**config.mk**
```make
export PLATFORM = sky130hd
export DESIGN_NAME = cau_queue
export DESIGN_NICKNAME = d
export VERILOG_FILES = /design/src/rtl/cau_pkg.sv /design/src/rtl/cau_queue.sv
export SDC_FILE = /design/constraint.sdc
export NUM_CORES = 1
export LEC_CHECK = 0
export BUFFER_PORTS_ARGS = -buffer_cell sky130_fd_sc_hd__buf_2
export CORE_ASPECT_RATIO = 1.75
export CORE_MARGIN = 2
export CORE_UTILIZATION = 35
export CTS_BUF_LIST = sky130_fd_sc_hd__clkbuf_16
export CTS_CLUSTER_DIAMETER = 50
export DETAILED_ROUTE_END_ITERATION = 12
export GPL_ROUTABILITY_DRIVEN = 0
export GPL_TIMING_DRIVEN = 0
export SLEW_MARGIN = 10
export SYNTH_ARGS = -nofsm -noshare
export SYNTH_HDL_FRONTEND = slang
export SYNTH_SLANG_ARGS = --single-unit
export TNS_END_PERCENT = 10
```
**constraint.sdc**
```tcl
create_clock -name clock -period 14.81 [get_ports clock]
set_input_delay 2.962 -clock clock [delete_from_list [all_inputs] [get_ports clock]]
set_output_delay 2.962 -clock clock [all_outputs]
set_load 0.02 [all_outputs]
```
**src/rtl/cau_pkg.sv**
```systemverilog
// Shared constants, types and helpers for the complex arithmetic unit.
package cau_pkg;

   // number format
   localparam int DATA_W = 32;
   localparam int FRAC_W = 16;

   // derived widths
   localparam int PROD_W = 2 * DATA_W;          // one product, or a squared norm
   localparam int SUM_W  = PROD_W + 1;          // sum or difference of two products
   localparam int NUM_W  = PROD_W + FRAC_W;     // magnitude of a scaled dividend
   localparam int WIDE_W = NUM_W + 1;           // signed value ahead of clamping
   localparam int ROOT_W = PROD_W / 2;          // square root of a norm
   localparam int SREM_W = ROOT_W + 2;          // square root remainder
   localparam int CNT_W  = $clog2(NUM_W + 1);
   localparam int QUEUE_DEPTH = 4;
   localparam int QPTR_W = $clog2(QUEUE_DEPTH);
   localparam int QCNT_W = $clog2(QUEUE_DEPTH + 1);

   // opcodes
   localparam logic [2:0] OP_ADD  = 3'd0;
   localparam logic [2:0] OP_SUB  = 3'd1;
   localparam logic [2:0] OP_MUL  = 3'd2;
   localparam logic [2:0] OP_DIV  = 3'd3;
   localparam logic [2:0] OP_CONJ = 3'd4;
   localparam logic [2:0] OP_MOD  = 3'd5;

   // classified word passed from the front end to the back end
   typedef struct packed {
      logic [2:0]               op;
      logic signed [SUM_W-1:0]  x;   // real-side operand or dividend
      logic signed [SUM_W-1:0]  y;   // imaginary-side operand or dividend
      logic [PROD_W-1:0]        d;   // divisor norm or modulus radicand
   } cau_entry_type;

   // clamp a wide signed value to the data range: {flag, value}
   function automatic logic [DATA_W:0] cau_sat(input logic signed [WIDE_W-1:0] v);
      logic [WIDE_W-DATA_W:0] top;
      logic [DATA_W-1:0]      lim;
      top = v[WIDE_W-1:DATA_W-1];
      if ((top == '0) || (top == '1)) begin
         cau_sat = {1'b0, v[DATA_W-1:0]};
      end else begin
         lim = {v[WIDE_W-1], {(DATA_W-1){~v[WIDE_W-1]}}};
         cau_sat = {1'b1, lim};
      end
   endfunction

endpackage

```
**src/rtl/cau_queue.sv**
```systemverilog
// Short queue between the front end and the back end.
module cau_queue (
   input  logic                   clock,
   input  logic                   reset,
   input  logic                   push_valid,
   input  cau_pkg::cau_entry_type push_data,
   output logic                   push_ready,
   output logic                   pop_valid,
   output cau_pkg::cau_entry_type pop_data,
   input  logic                   pop_ready
);
   import cau_pkg::*;

   cau_entry_type      slot_ff [QUEUE_DEPTH];
   logic [QPTR_W-1:0]  wr_ptr_ff, rd_ptr_ff;
   logic [QCNT_W-1:0]  count_ff;
   logic               do_push, do_pop;

   assign push_ready = (count_ff != QCNT_W'(QUEUE_DEPTH));
   assign pop_valid  = (count_ff != '0);
   assign pop_data   = slot_ff[rd_ptr_ff];
   assign do_push    = push_valid && push_ready;
   assign do_pop     = pop_valid && pop_ready;

   always_ff @(posedge clock) begin
      if (reset) begin
         wr_ptr_ff <= '0;
         rd_ptr_ff <= '0;
         count_ff  <= '0;
      end else begin
         if (do_push) wr_ptr_ff <= wr_ptr_ff + 1'b1;
         if (do_pop)  rd_ptr_ff <= rd_ptr_ff + 1'b1;
         if (do_push && !do_pop) count_ff <= count_ff + 1'b1;
         else if (do_pop && !do_push) count_ff <= count_ff - 1'b1;
      end
   end

   always_ff @(posedge clock) begin
      if (do_push) slot_ff[wr_ptr_ff] <= push_data;
   end

endmodule

```
==> results_dict.tcl <==
set metrics [dict create \
    status "finished clean" \
    timing.critical_path.mode_cell "buf_2" \
    core_area_um2 81910 \
    syn_nets 1284 \
    drive_above_1_share_pct 47.26 \
    syn_to_final_growth_pct 21.57 \
    synth_seq_area_share_pct 82.57 \
    grtUsageTotal_pct 14.45 \
    hold_end "wr_ptr_ff[1]$_SDFFE_PP0P_" \
    synth_cells 1077 \
    worst_setup_path_end_kind "primary output" \
    cts_resized 0 \
    most-common-layout-cells "788 x edfxtp_1, 419 x buf_2, 197 x mux4_2" \
    clock_skew_ns 0.01606 \
    syn_avg_cell_area_um2 26.81 \
    cp_num_buf_inv 4 \
    holdWs_ns 0.5314 \
    clkTransAtPathRegs_ns 0.06 \
    yosys_warnings 0 \
    synth_ff_type "edfxtp_1" \
    setup_viol 0 \
    pin_count 400 \
    final_common_cell "edfxtp_1" \
    critPathArrivalTime_ns 3.00 \
    swShare_pct 29.09 \
    p_total_uw 6341 \
    netlist-cell-type-count 22 \
    clockBufferDepth 3 \
    grt.overflow.total 0 \
    p_int_uw 4497 \
    p_per_area_nw_per_um2 180.6 \
    synth-async-reset-ratio_pct 0 \
    cts_tree "done" \
    hp-start "wr_ptr_ff[1]$_SDFFE_PP0P_" \
    cp_top_family "buffers and inverters" \
    setup_tns_ns 0 \
    grt_pass1_wl_um 90980 \
    reg2reg_to "slot_ff[2][132]$_DFFE_PP_" \
    initial_utilization_pct 35.25 \
    rsz0062_at_grt "false" \
    drt-vias-per-instance 4.864 \
    grt_max_degree 50 \
    max_freq_ghz 0.1677 \
    seqPwrFrac_pct 43.9 \
    syn_area_um2 28880 \
    crit_path_start_kind "flop" \
    die_y_um 384.0 \
    cp_slowest_cell "clkbuf_1" \
    power.switching_uw 1845 \
    hp-class "reg -> reg" \
    tightest_slew_ns 0.9386 \
    path_cells "buf_2 -> clkbuf_1 -> buf_2 -> mux4_2 -> buf_2" \
    io_buffers 398 \
    vias 13120 \
    ir_drop_mv 0.1218 \
    slew_viol_final 0 \
    hold_viol 0 \
    cts_setup_buffers 0 \
    die-area_um2 84910 \
    core.rowCount 139 \
    holdBufCountCts 0 \
    first_pass_iters 6 \
    clkLatencyLatePin_ns 0.63 \
    r2r_cells 5 \
    drt_iter0_drc 691 \
    routed_wl_um 61530 \
    cts_inserted_buffers 76 \
    synth_edf_count 788 \
    dp_hpwl_um 40690 \
    ys_ff_latch 797 \
    max_cap_violations 0 \
    fin_nets 1776 \
    drc_errors 0 \
    grt_pass1_vias 14270 \
    crit_required_ns 11.85 \
    power.leakage_uw 0.01167 \
    wire_per_inst_um 22.81 \
    slowest_delay_ns 0.74 \
    hold-path-cell-count 2 \
    rrSetupSlack_ns 12.15 \
    worstReg2RegStart "count_ff[0]$_SDFFE_PP0P_" \
    drt.antenna.violating_nets 0 \
    clkSinkCount 797 \
    cp_max_fo 10 \
    fillerInstances 7037 \
    fin_crit_ns 5.964 \
    relSlewSlack_pct 37.43 \
    die_w_um 221.1 \
    htreeDepth 3 \
    critical_path_class "reg -> out" \
    antenna_found_initial 23 \
    p_clk_share_pct 29.9 \
    cts-root-buf "clkbuf_16" \
    finalCritPeriodShare_pct 40.27 \
    combPwrFrac_pct 26.2 \
]
==> per-layer routing <==
layer,up-vias,wire length (um),global-route usage [%]
li1,5685,-,-
met1,6898,23300,16.66
met2,411,32300,24.86
met3,111,4176,4.322
met4,12,1685,6.500
met5,-,69,0
==> power by group through the flow <==
| stage | registers, uW | clock network (uW) | logic (uW) |
|---|---|---|---|
| 2_1_floorplan | 2860 | 0 | 1110 |
| 3_3_place_gp | 2920 | 0 | 1670 |
| 3_5_place_dp | 2830 | 0 | 1720 |
| 4_1_cts | 2790 | 1960 | 1720 |
| 5_1_grt | 2800 | 2040 | 1780 |
| 6_report | 2780 | 1890 | 1660 |
==> worst max path at each step <==
stage / to / depth (start not counted) / slack [ns] / start
detailed placement: pop_data[137] / 5 / 9.18 / flop
CTS: pop_data[137] / 5 / 8.46 / flop
finish: pop_data[137] / 5 / 8.85 / flop
global route: pop_data[133] / 5 / 8.53 / flop
floorplan: slot_ff[0][0]$_DFFE_PP_ / 2 / 6.47 / push_valid
global placement: slot_ff[0][125]$_DFFE_PP_ / 3 / 2.27 / push_valid
==> tightest hold or removal path: cells and delay by family, from the launching register on <==
kind             cells  cell delay, ns
DFF                  1            0.34
and+or+nand+nor      1            0.08
muxes                1            0.06
==> Yosys cell counts, types with 2 or more instances <==
master    instances  share of area (%)
nand2b_1          2              0.043
nor2_1            8               0.10
clkbuf_1          8               0.10
or3_1             2              0.043
mux4_2          197                 15
and2_1            4              0.087
buf_6            16               0.62
xor2_1            4               0.12
buf_2            21               0.36
ha_1              5               0.22
inv_1             3              0.039
edfxtp_1        788                 82
dfxtp_1           9               0.62
mux2i_1           2              0.069
==> cells by family (layout without fill, tap and decap cells) <==
logic type / count (synthesis) / count (layout) / share of synthesized area (%)
xor gates and xnor gates: 4 / 4 / 0.1213
muxes: 200 / 200 / 15.47
adders and majority gates: 6 / 6 / 0.2860
buffers and inverters: 48 / 598 / 1.131
and+or+nand+nor: 17 / 17 / 0.2903
DFF: 797 / 797 / 82.57
AOI/OAI and AO/OA: 5 / 5 / 0.1300
other: 0 / 13 / 0
==> through the flow <==
step | instance area (um^2) | setup WS, ns | util [%] | instances
after floorplan | 28880 | 6.470 | - | 1077
after global placement | 32190 | 2.273 | 39.30 | 2532
after detailed placement | 32630 | 9.183 | 39.83 | 2548
after CTS | 35070 | 8.463 | 42.82 | 2684
after global routing | 35100 | 8.529 | 42.85 | 2695
final | 35100 | 8.846 | 42.86 | 2697
==> sequential cells by signal, indices dropped and copies added (netlist names), named ones only <==
name,cells
slot_ff,788
wr_ptr_ff,2
rd_ptr_ff,2
count_ff,3
==> layout make-up <==
class | instances | area [um^2] | area share, %
multi-input cells | 232 | 4717 | 13.44
inverters | 3 | 11.26 | 0.03208
plain buffers | 45 | 315.3 | 0.8982
clock inverters | 57 | 469.2 | 1.337
clock buffers | 79 | 1977 | 5.631
repair buffers | 414 | 2417 | 6.886
flip-flops and latches | 797 | 23840 | 67.92
diodes | 13 | 32.53 | 0.09267
well taps | 1057 | 1323 | 3.767
No activity file was read; power rests on OpenSTA's default activity.
