$ cat config.mk
export PLATFORM = sky130hd
export DESIGN_NAME = cau_back_flat
export DESIGN_NICKNAME = d
export VERILOG_FILES = /design/src/rtl/cau_pkg.sv /design/src/rtl/cau_if.sv /design/src/rtl/cau_back.sv /design/src/flat_wrapper.sv
export SDC_FILE = /design/constraint.sdc
export NUM_CORES = 2
export LEC_CHECK = 0
export ABC_CLOCK_PERIOD_IN_PS = 9300
export BUFFER_PORTS_ARGS = -buffer_cell sky130_fd_sc_hd__clkbuf_2
export CAP_MARGIN = 5
export CORE_AREA = 2 2 376 378
export DETAILED_ROUTE_END_ITERATION = 10
export DIE_AREA = 0 0 378 380
export GPL_TIMING_DRIVEN = 0
export SLEW_MARGIN = 40
export SYNTH_ARGS = -nofsm -noshare
export SYNTH_HDL_FRONTEND = slang
export SYNTH_SLANG_ARGS = --single-unit
$ cat constraint.sdc
create_clock -name clock -period 9.3 [get_ports clock]
set_input_delay 1.395 -clock clock [delete_from_list [all_inputs] [get_ports clock]]
set_output_delay 1.395 -clock clock [all_outputs]
set_load 0.005 [all_outputs]
$ cat src/rtl/cau_pkg.sv
// Shared constants, types and helpers for the complex arithmetic unit.
package cau_pkg;

   // number format
   localparam int DATA_W = 32;
   localparam int FRAC_W = 16;

   // derived widths
   localparam int PROD_W = 2 * DATA_W;          // one product, or a squared norm
   localparam int SUM_W  = PROD_W + 1;          // sum or difference of two products
   localparam int NUM_W  = PROD_W + FRAC_W;     // magnitude of a scaled dividend
   localparam int WIDE_W = NUM_W + 1;           // signed value ahead of clamping
   localparam int ROOT_W = PROD_W / 2;          // square root of a norm
   localparam int SREM_W = ROOT_W + 2;          // square root remainder
   localparam int CNT_W  = $clog2(NUM_W + 1);
   localparam int QUEUE_DEPTH = 4;
   localparam int QPTR_W = $clog2(QUEUE_DEPTH);
   localparam int QCNT_W = $clog2(QUEUE_DEPTH + 1);

   // opcodes
   localparam logic [2:0] OP_ADD  = 3'd0;
   localparam logic [2:0] OP_SUB  = 3'd1;
   localparam logic [2:0] OP_MUL  = 3'd2;
   localparam logic [2:0] OP_DIV  = 3'd3;
   localparam logic [2:0] OP_CONJ = 3'd4;
   localparam logic [2:0] OP_MOD  = 3'd5;

   // classified word passed from the front end to the back end
   typedef struct packed {
      logic [2:0]               op;
      logic signed [SUM_W-1:0]  x;   // real-side operand or dividend
      logic signed [SUM_W-1:0]  y;   // imaginary-side operand or dividend
      logic [PROD_W-1:0]        d;   // divisor norm or modulus radicand
   } cau_entry_type;

   // clamp a wide signed value to the data range: {flag, value}
   function automatic logic [DATA_W:0] cau_sat(input logic signed [WIDE_W-1:0] v);
      logic [WIDE_W-DATA_W:0] top;
      logic [DATA_W-1:0]      lim;
      top = v[WIDE_W-1:DATA_W-1];
      if ((top == '0) || (top == '1)) begin
         cau_sat = {1'b0, v[DATA_W-1:0]};
      end else begin
         lim = {v[WIDE_W-1], {(DATA_W-1){~v[WIDE_W-1]}}};
         cau_sat = {1'b1, lim};
      end
   endfunction

endpackage

$ cat src/rtl/cau_if.sv


interface cau_rsp_if;
   import cau_pkg::*;
   logic                     valid;
   logic                     ready;
   logic signed [DATA_W-1:0] res_re;
   logic signed [DATA_W-1:0] res_im;
   logic                     div_zero;
   logic                     saturated;
   modport source (output valid, res_re, res_im, div_zero, saturated, input ready);
   modport sink   (input valid, res_re, res_im, div_zero, saturated, output ready);
endinterface

$ cat src/rtl/cau_back.sv
// Back end: finishes each word, with shared iterative divide and square root.
module cau_back (
   input  logic                   clock,
   input  logic                   reset,
   input  logic                   pop_valid,
   input  cau_pkg::cau_entry_type pop_data,
   output logic                   pop_ready,
   cau_rsp_if.source              rsp_chan
);
   import cau_pkg::*;

   localparam logic [1:0] ST_IDLE = 2'd0;
   localparam logic [1:0] ST_DIV  = 2'd1;
   localparam logic [1:0] ST_SQRT = 2'd2;

   logic [1:0]               state_ff, state_in;
   logic [CNT_W-1:0]         cnt_ff, cnt_in;
   logic [NUM_W-1:0]         nx_ff, ny_ff, nx_in, ny_in;
   logic [PROD_W-1:0]        rx_ff, ry_ff, rx_in, ry_in, d_ff, d_in;
   logic                     negx_ff, negy_ff, negx_in, negy_in;
   logic [SREM_W-1:0]        srem_ff, srem_in;
   logic [ROOT_W-1:0]        root_ff, root_in;
   logic                     rsp_valid_ff, rsp_valid_in;
   logic [DATA_W-1:0]        res_re_ff, res_im_ff, res_re_in, res_im_in;
   logic                     dz_ff, sat_ff, dz_in, sat_in;

   logic                     out_free, needs_iter, emit_now, emit_end, start;
   logic                     dzero;
   logic signed [WIDE_W-1:0] wx, wy;
   logic [DATA_W:0]          sx, sy;
   logic [PROD_W:0]          rxs, rys;
   logic [SREM_W+1:0]        srs, strial;
   logic [PROD_W-1:0]        magx, magy;

   assign out_free   = !rsp_valid_ff || rsp_chan.ready;
   assign dzero      = (pop_data.op == OP_DIV) && (pop_data.d == '0);
   assign needs_iter = ((pop_data.op == OP_DIV) && !dzero) || (pop_data.op == OP_MOD);
   assign pop_ready  = (state_ff == ST_IDLE) && (needs_iter || out_free);
   assign start      = pop_valid && pop_ready && needs_iter;
   assign emit_now   = pop_valid && pop_ready && !needs_iter;
   assign emit_end   = (state_ff != ST_IDLE) && (cnt_ff == '0) && out_free;

   assign magx = pop_data.x[SUM_W-1] ? PROD_W'(-pop_data.x) : PROD_W'(pop_data.x);
   assign magy = pop_data.y[SUM_W-1] ? PROD_W'(-pop_data.y) : PROD_W'(pop_data.y);

   // one restoring step for each quotient and one root digit
   assign rxs    = {rx_ff, nx_ff[NUM_W-1]};
   assign rys    = {ry_ff, ny_ff[NUM_W-1]};
   assign srs    = {srem_ff, nx_ff[NUM_W-1:NUM_W-2]};
   assign strial = {2'b00, root_ff, 2'b01};

   // result value ahead of clamping
   always_comb begin
      wx = '0;
      wy = '0;
      if (state_ff == ST_DIV) begin
         wx = negx_ff ? -$signed({1'b0, nx_ff}) : $signed({1'b0, nx_ff});
         wy = negy_ff ? -$signed({1'b0, ny_ff}) : $signed({1'b0, ny_ff});
      end else if (state_ff == ST_SQRT) begin
         wx = $signed(WIDE_W'(root_ff));
      end else begin
         unique case (pop_data.op)
            OP_ADD, OP_SUB, OP_CONJ: begin
               wx = WIDE_W'($signed(pop_data.x));
               wy = WIDE_W'($signed(pop_data.y));
            end
            OP_MUL: begin
               wx = WIDE_W'($signed(pop_data.x)) >>> FRAC_W;
               wy = WIDE_W'($signed(pop_data.y)) >>> FRAC_W;
            end
            default: begin
            end
         endcase
      end
   end

   assign sx = cau_sat(wx);
   assign sy = cau_sat(wy);

   // sequencer and iteration registers
   always_comb begin
      state_in = state_ff;
      cnt_in   = cnt_ff;
      nx_in    = nx_ff;
      ny_in    = ny_ff;
      rx_in    = rx_ff;
      ry_in    = ry_ff;
      d_in     = d_ff;
      negx_in  = negx_ff;
      negy_in  = negy_ff;
      srem_in  = srem_ff;
      root_in  = root_ff;
      if (start) begin
         d_in    = pop_data.d;
         rx_in   = '0;
         ry_in   = '0;
         srem_in = '0;
         root_in = '0;
         negx_in = pop_data.x[SUM_W-1];
         negy_in = pop_data.y[SUM_W-1];
         if (pop_data.op == OP_DIV) begin
            state_in = ST_DIV;
            cnt_in   = CNT_W'(NUM_W);
            nx_in    = {magx, {FRAC_W{1'b0}}};
            ny_in    = {magy, {FRAC_W{1'b0}}};
         end else begin
            state_in = ST_SQRT;
            cnt_in   = CNT_W'(ROOT_W);
            nx_in    = {pop_data.d, {FRAC_W{1'b0}}};
         end
      end else if ((state_ff != ST_IDLE) && (cnt_ff != '0)) begin
         cnt_in = cnt_ff - 1'b1;
         if (state_ff == ST_DIV) begin
            if (rxs >= {1'b0, d_ff}) begin
               rx_in = PROD_W'(rxs - {1'b0, d_ff});
               nx_in = {nx_ff[NUM_W-2:0], 1'b1};
            end else begin
               rx_in = PROD_W'(rxs);
               nx_in = {nx_ff[NUM_W-2:0], 1'b0};
            end
            if (rys >= {1'b0, d_ff}) begin
               ry_in = PROD_W'(rys - {1'b0, d_ff});
               ny_in = {ny_ff[NUM_W-2:0], 1'b1};
            end else begin
               ry_in = PROD_W'(rys);
               ny_in = {ny_ff[NUM_W-2:0], 1'b0};
            end
         end else begin
            nx_in = {nx_ff[NUM_W-3:0], 2'b00};
            if (srs >= strial) begin
               srem_in = SREM_W'(srs - strial);
               root_in = {root_ff[ROOT_W-2:0], 1'b1};
            end else begin
               srem_in = SREM_W'(srs);
               root_in = {root_ff[ROOT_W-2:0], 1'b0};
            end
         end
      end else if (emit_end) begin
         state_in = ST_IDLE;
      end
   end

   // output register
   always_comb begin
      rsp_valid_in = rsp_valid_ff && !rsp_chan.ready;
      res_re_in    = res_re_ff;
      res_im_in    = res_im_ff;
      dz_in        = dz_ff;
      sat_in       = sat_ff;
      if (emit_now || emit_end) begin
         rsp_valid_in = 1'b1;
         res_re_in    = sx[DATA_W-1:0];
         res_im_in    = sy[DATA_W-1:0];
         dz_in        = emit_now && dzero;
         sat_in       = sx[DATA_W] || sy[DATA_W];
      end
   end

   always_ff @(posedge clock) begin
      if (reset) begin
         state_ff     <= ST_IDLE;
         cnt_ff       <= '0;
         rsp_valid_ff <= 1'b0;
      end else begin
         state_ff     <= state_in;
         cnt_ff       <= cnt_in;
         rsp_valid_ff <= rsp_valid_in;
      end
   end

   always_ff @(posedge clock) begin
      nx_ff     <= nx_in;
      ny_ff     <= ny_in;
      rx_ff     <= rx_in;
      ry_ff     <= ry_in;
      d_ff      <= d_in;
      negx_ff   <= negx_in;
      negy_ff   <= negy_in;
      srem_ff   <= srem_in;
      root_ff   <= root_in;
      res_re_ff <= res_re_in;
      res_im_ff <= res_im_in;
      dz_ff     <= dz_in;
      sat_ff    <= sat_in;
   end

   assign rsp_chan.valid     = rsp_valid_ff;
   assign rsp_chan.res_re    = res_re_ff;
   assign rsp_chan.res_im    = res_im_ff;
   assign rsp_chan.div_zero  = dz_ff;
   assign rsp_chan.saturated = sat_ff;

   // a zero divisor gives a clean zero word
   a_dz_zero: assert property (@(posedge clock) disable iff (reset)
      (rsp_valid_ff && dz_ff) |-> (res_re_ff == '0 && res_im_ff == '0 && !sat_ff))
      else $error("div_zero word carries a nonzero result");

   // the queue is only drained while the iterative unit is free
   a_pop_idle: assert property (@(posedge clock) disable iff (reset)
      (pop_valid && pop_ready) |-> (state_ff == ST_IDLE))
      else $error("word taken while iteration in progress");

   // iteration count steps down by one each cycle
   a_cnt_step: assert property (@(posedge clock) disable iff (reset)
      (state_ff != ST_IDLE && cnt_ff != '0) |=> (cnt_ff == $past(cnt_ff) - 1'b1))
      else $error("iteration counter skipped");

endmodule

$ cat src/flat_wrapper.sv
// flat-port wrapper written by rule: the top's interface ports become plain ports
module cau_back_flat import cau_pkg::*;
  (clock, reset, pop_valid, pop_data, pop_ready, rsp_chan_valid, rsp_chan_res_re, rsp_chan_res_im, rsp_chan_div_zero, rsp_chan_saturated, rsp_chan_ready);
  cau_rsp_if rsp_chan_i ();
  input  logic clock;
  input  logic reset;
  input  logic pop_valid;
  input  cau_pkg::cau_entry_type pop_data;
  output logic pop_ready;
  output wire logic [$bits(rsp_chan_i.valid)-1:0] rsp_chan_valid;
  output wire logic [$bits(rsp_chan_i.res_re)-1:0] rsp_chan_res_re;
  output wire logic [$bits(rsp_chan_i.res_im)-1:0] rsp_chan_res_im;
  output wire logic [$bits(rsp_chan_i.div_zero)-1:0] rsp_chan_div_zero;
  output wire logic [$bits(rsp_chan_i.saturated)-1:0] rsp_chan_saturated;
  input wire logic [$bits(rsp_chan_i.ready)-1:0] rsp_chan_ready;
  assign rsp_chan_valid = rsp_chan_i.valid;
  assign rsp_chan_res_re = rsp_chan_i.res_re;
  assign rsp_chan_res_im = rsp_chan_i.res_im;
  assign rsp_chan_div_zero = rsp_chan_i.div_zero;
  assign rsp_chan_saturated = rsp_chan_i.saturated;
  assign rsp_chan_i.ready = rsp_chan_ready;
  cau_back u_core (.clock(clock), .reset(reset), .pop_valid(pop_valid), .pop_data(pop_data), .pop_ready(pop_ready), .rsp_chan(rsp_chan_i));
endmodule
==> run_results.csv <==
group,metric,value,unit
floorplan,die-area,144000,µm²
routing,wl_met3,23.4,mm
min_path,hold_depth,2,
grt,grt_pass1_vias,41654,
routing,drc_errors,0,
floorplan,initial_core_util,29.9,%
yosys,synth_seq_area_share,30.9,%
routing,wl_met2,90.0,mm
setup_path,reg2regPathDepth,16,
min_path,min_path_type,"flip-flop to flip-flop",
layout,area_growth,15.3,%
layout,seqCellArea,12900,µm²
clocking,cts_sinks,496,
layout,final_cells,7482,
clocking,cts_hold_buf,0,
routing,first_iter_violations,5255,
layout,nets,5910,
sta,tightest_slew,976,ps
clocking,root_buffer,"clkbuf_16",
outcome,status,"completed",
placement,portBuffers,255,
routing,wirelength,208,mm
sta,drv_slew,0,
yosys,syn_nets,5575,
yosys,synth_ff_type,"edfxtp_1",
layout,multi_input_area,26900,µm²
yosys,synth-async-reset-ratio,0,%
routing,route.vias.total,44820,
floorplan,coreArea,139000,µm²
routing,viasPerCell,5.99,
clocking,tritoncts,"built",
clocking,post-cts-setup-buffers,0,
floorplan,dieHeight,380,µm
sta,skew,35.7,ps
grt,track_usage,27.7,%
clocking,cts_made_buffers,60,
floorplan,io_pins,269,
clocking,cts_resized,0,
routing,ant_nets,0,
job,max_cap_violations,0,
clocking,htreeDepth,2,
grt,antenna_found_initial,45,
routing,routedWlPerCell,27.8,µm
min_path,hp-start,"u_core.root_ff[31]",
floorplan,die_x,378,µm
yosys,synth_cell_types,91,
yosys,synth.area.top_cells,"edfxtp_1, dfxtp_1, nand2_1",
clocking,clk_pin_slew,60,ps
clocking,clk_latency,710,ps
yosys,ys.warnings.count,0,
setup_path,r2r_setup_slack,1680,ps
yosys,yosys.area.top_type,"edfxtp_1",
yosys,synthesis.area_per_instance,8.00,µm²
layout,final_util,34.5,%
sta,rsz0062_at_grt,"no",
yosys,synth_top_area_share,21.1,%
floorplan,rows,137,
sta,hold_viol,0,
setup_path,r2r-start,"u_core.state_ff[0]",
yosys,synth_edf_count,292,
layout,layout-drive-gt1-share,9.32,%
setup_path,reg2reg_to,"u_core.ny_ff[2]",
min_path,worstHoldEndpoint,"u_core.root_ff[31]",
routing,highest_layer,"met5",
grt,gr-total-overflow,0,
power,vdd.ir_drop.worst,264,µV
grt,grt_max_degree,34,
sta,min_period,7620,ps
setup_path,worstPathArrival,8030,ps
setup_path,cp-end-kind,"flip-flop",
yosys,syn_area,41600,µm²
yosys,synth_cells,5204,
sta,setup_viol,0,
clocking,clockBufferDepth,3,
sta,fin_hold_ws,475,ps
layout,nFillCells,14834,
routing,firstDrtPassIters,6,
placement,place.gp.congestion,1.02,
placement,hpwlAfterDp,164,mm
routing,drt-met1-wl,81.8,mm
sta,slew_headroom,34.9,%
setup_path,crit_path_start_kind,"flip-flop",
grt,grt_pass1_wl,294,mm
placement,placed_cells,7353,
sta,fin_crit_sh,82.0,%
power,p_per_area,157,nW/µm²
setup_path,critPathMaxFanout,17,
yosys,ys_ff_latch,496,
setup_path,worst-setup-path-type,"flip-flop to flip-flop",
setup_path,required,9700,ps
sta,fmax,131,MHz
power,p_leak,0.0174,µW
-- layout make-up --
| type | count | share of cell area, % |
|---|---|---|
| well taps | 1876 | 4.89 |
| clock buffers | 69 | 3.29 |
| plain buffers | 371 | 3.12 |
| inverters | 168 | 1.31 |
| diodes | 16 | 0.0834 |
| clock inverters | 44 | 1.13 |
| multi-input cells | 4169 | 56.0 |
| flip-flops and latches | 496 | 26.8 |
| repair buffers | 273 | 3.36 |
-- cell usage in the layout, fill, tap and decap left out, drive strengths merged, types with 34 or more instances in the layout --
cell type / count
nand2: 640
a211oi: 104
or3: 80
mux2i: 208
nor3: 106
a21o: 90
ha: 168
buf: 67
or4: 63
a31oi: 100
nor4: 86
o41ai: 52
xor2: 233
edfxtp: 292
xnor2: 141
nand2b: 37
nand3: 109
o31ai: 87
and3: 38
inv: 177
a22oi: 77
dfxtp: 204
nand4: 87
nor2b: 34
a21oi: 416
o21ai: 401
nor2: 355
clkbuf: 646
-- registers in the layout (all words and copies together), names as in the netlist, 2 cells and up --
signal	flops
u_core.cnt_ff	7
u_core.rsp_chan.res_re	32
u_core.srem_ff	34
u_core.d_ff	64
u_core.ry_ff	64
u_core.rsp_chan.res_im	32
u_core.root_ff	32
u_core.nx_ff	80
u_core.rx_ff	64
u_core.ny_ff	80
u_core.state_ff	2
-- per-stage QoR --
stage	setup WS (ps)	setup TNS [ps]	total power (µW)	area [µm²]
2_1_floorplan	2040	0	4130	41600
3_3_place_gp	-5020	-572260	4850	45200
3_5_place_dp	1650	0	4860	45800
4_1_cts	2160	0	7470	47900
5_1_grt	1860	0	7820	47900
6_report	1680	0	7510	48000
-- power by group --
| part | switching (µW) | total (µW) | internal (µW) |
|---|---|---|---|
| clock | 1130 | 2620 | 1480 |
| sequential | 97.6 | 2550 | 2450 |
| combinational | 1470 | 2350 | 882 |
| total | 2700 | 7510 | 4820 |
-- logic make-up after synthesis --
group | count (synthesis) | synth area share [%]
adders and majority gates | 172 | 5.20
AOI/OAI and AO/OA | 1643 | 25.3
and+or+nand+nor | 1765 | 20.6
xor gates and xnor gates | 374 | 7.87
muxes | 215 | 5.20
DFF | 496 | 30.9
buffers and inverters | 539 | 4.99
-- layer usage --
| metal | GRT usage (%) | vias up |
|---|---|---|
| met4 | 14.0 | 52 |
| met3 | 8.55 | 593 |
| li1 | - | 20123 |
| met2 | 42.6 | 2621 |
| met5 | 0 | - |
| met1 | 34.8 | 21431 |
-- synthesized netlist by cell type, types with 34 or more instances --
library cell and count:
clkbuf_1 319, a21o_1 90, inv_1 166, o21ai_0 400, nand2_1 640, dfxtp_1 204, buf_1 41, and3_1 38
o31ai_1 86, xnor2_1 141, a21oi_1 416, nor3_1 104, a31oi_1 100, nor2_1 355, a22oi_1 77, or3_1 78
nand3_1 108, mux2i_1 207, o41ai_1 52, nor4_1 85, a211oi_1 104, ha_1 168, or4_1 62, xor2_1 233
nand2b_1 37, edfxtp_1 292, nor2b_1 34, nand4_1 87
-- critical path, cell delays in order, from the launching register on --
cell and delay (ps):
dfxtp_1 310, clkbuf_1 400, nor2b_1 270, clkbuf_1 730, clkbuf_1 800, buf_2 570, clkbuf_1 700, buf_1 640
nand2_1 650, clkbuf_1 510, clkbuf_2 470, o21ai_4 270, buf_8 240, buf_8 200, buf_16 180, buf_16 170
buf_8 170
-- worst max path at each step --
stage                             startpoint          endpoint  slack [ps]
after floorplan                pop_data[196]   u_core.ny_ff[0]        2040
after global placement          pop_data[59]  u_core.nx_ff[72]       -5020
after detailed placement        pop_data[59]  u_core.nx_ff[74]        1650
after CTS                 u_core.state_ff[0]  u_core.ny_ff[13]        2160
after global routing      u_core.state_ff[0]   u_core.ny_ff[7]        1860
final                     u_core.state_ff[0]   u_core.ny_ff[2]        1680
No activity file was read; power rests on OpenSTA's default activity.
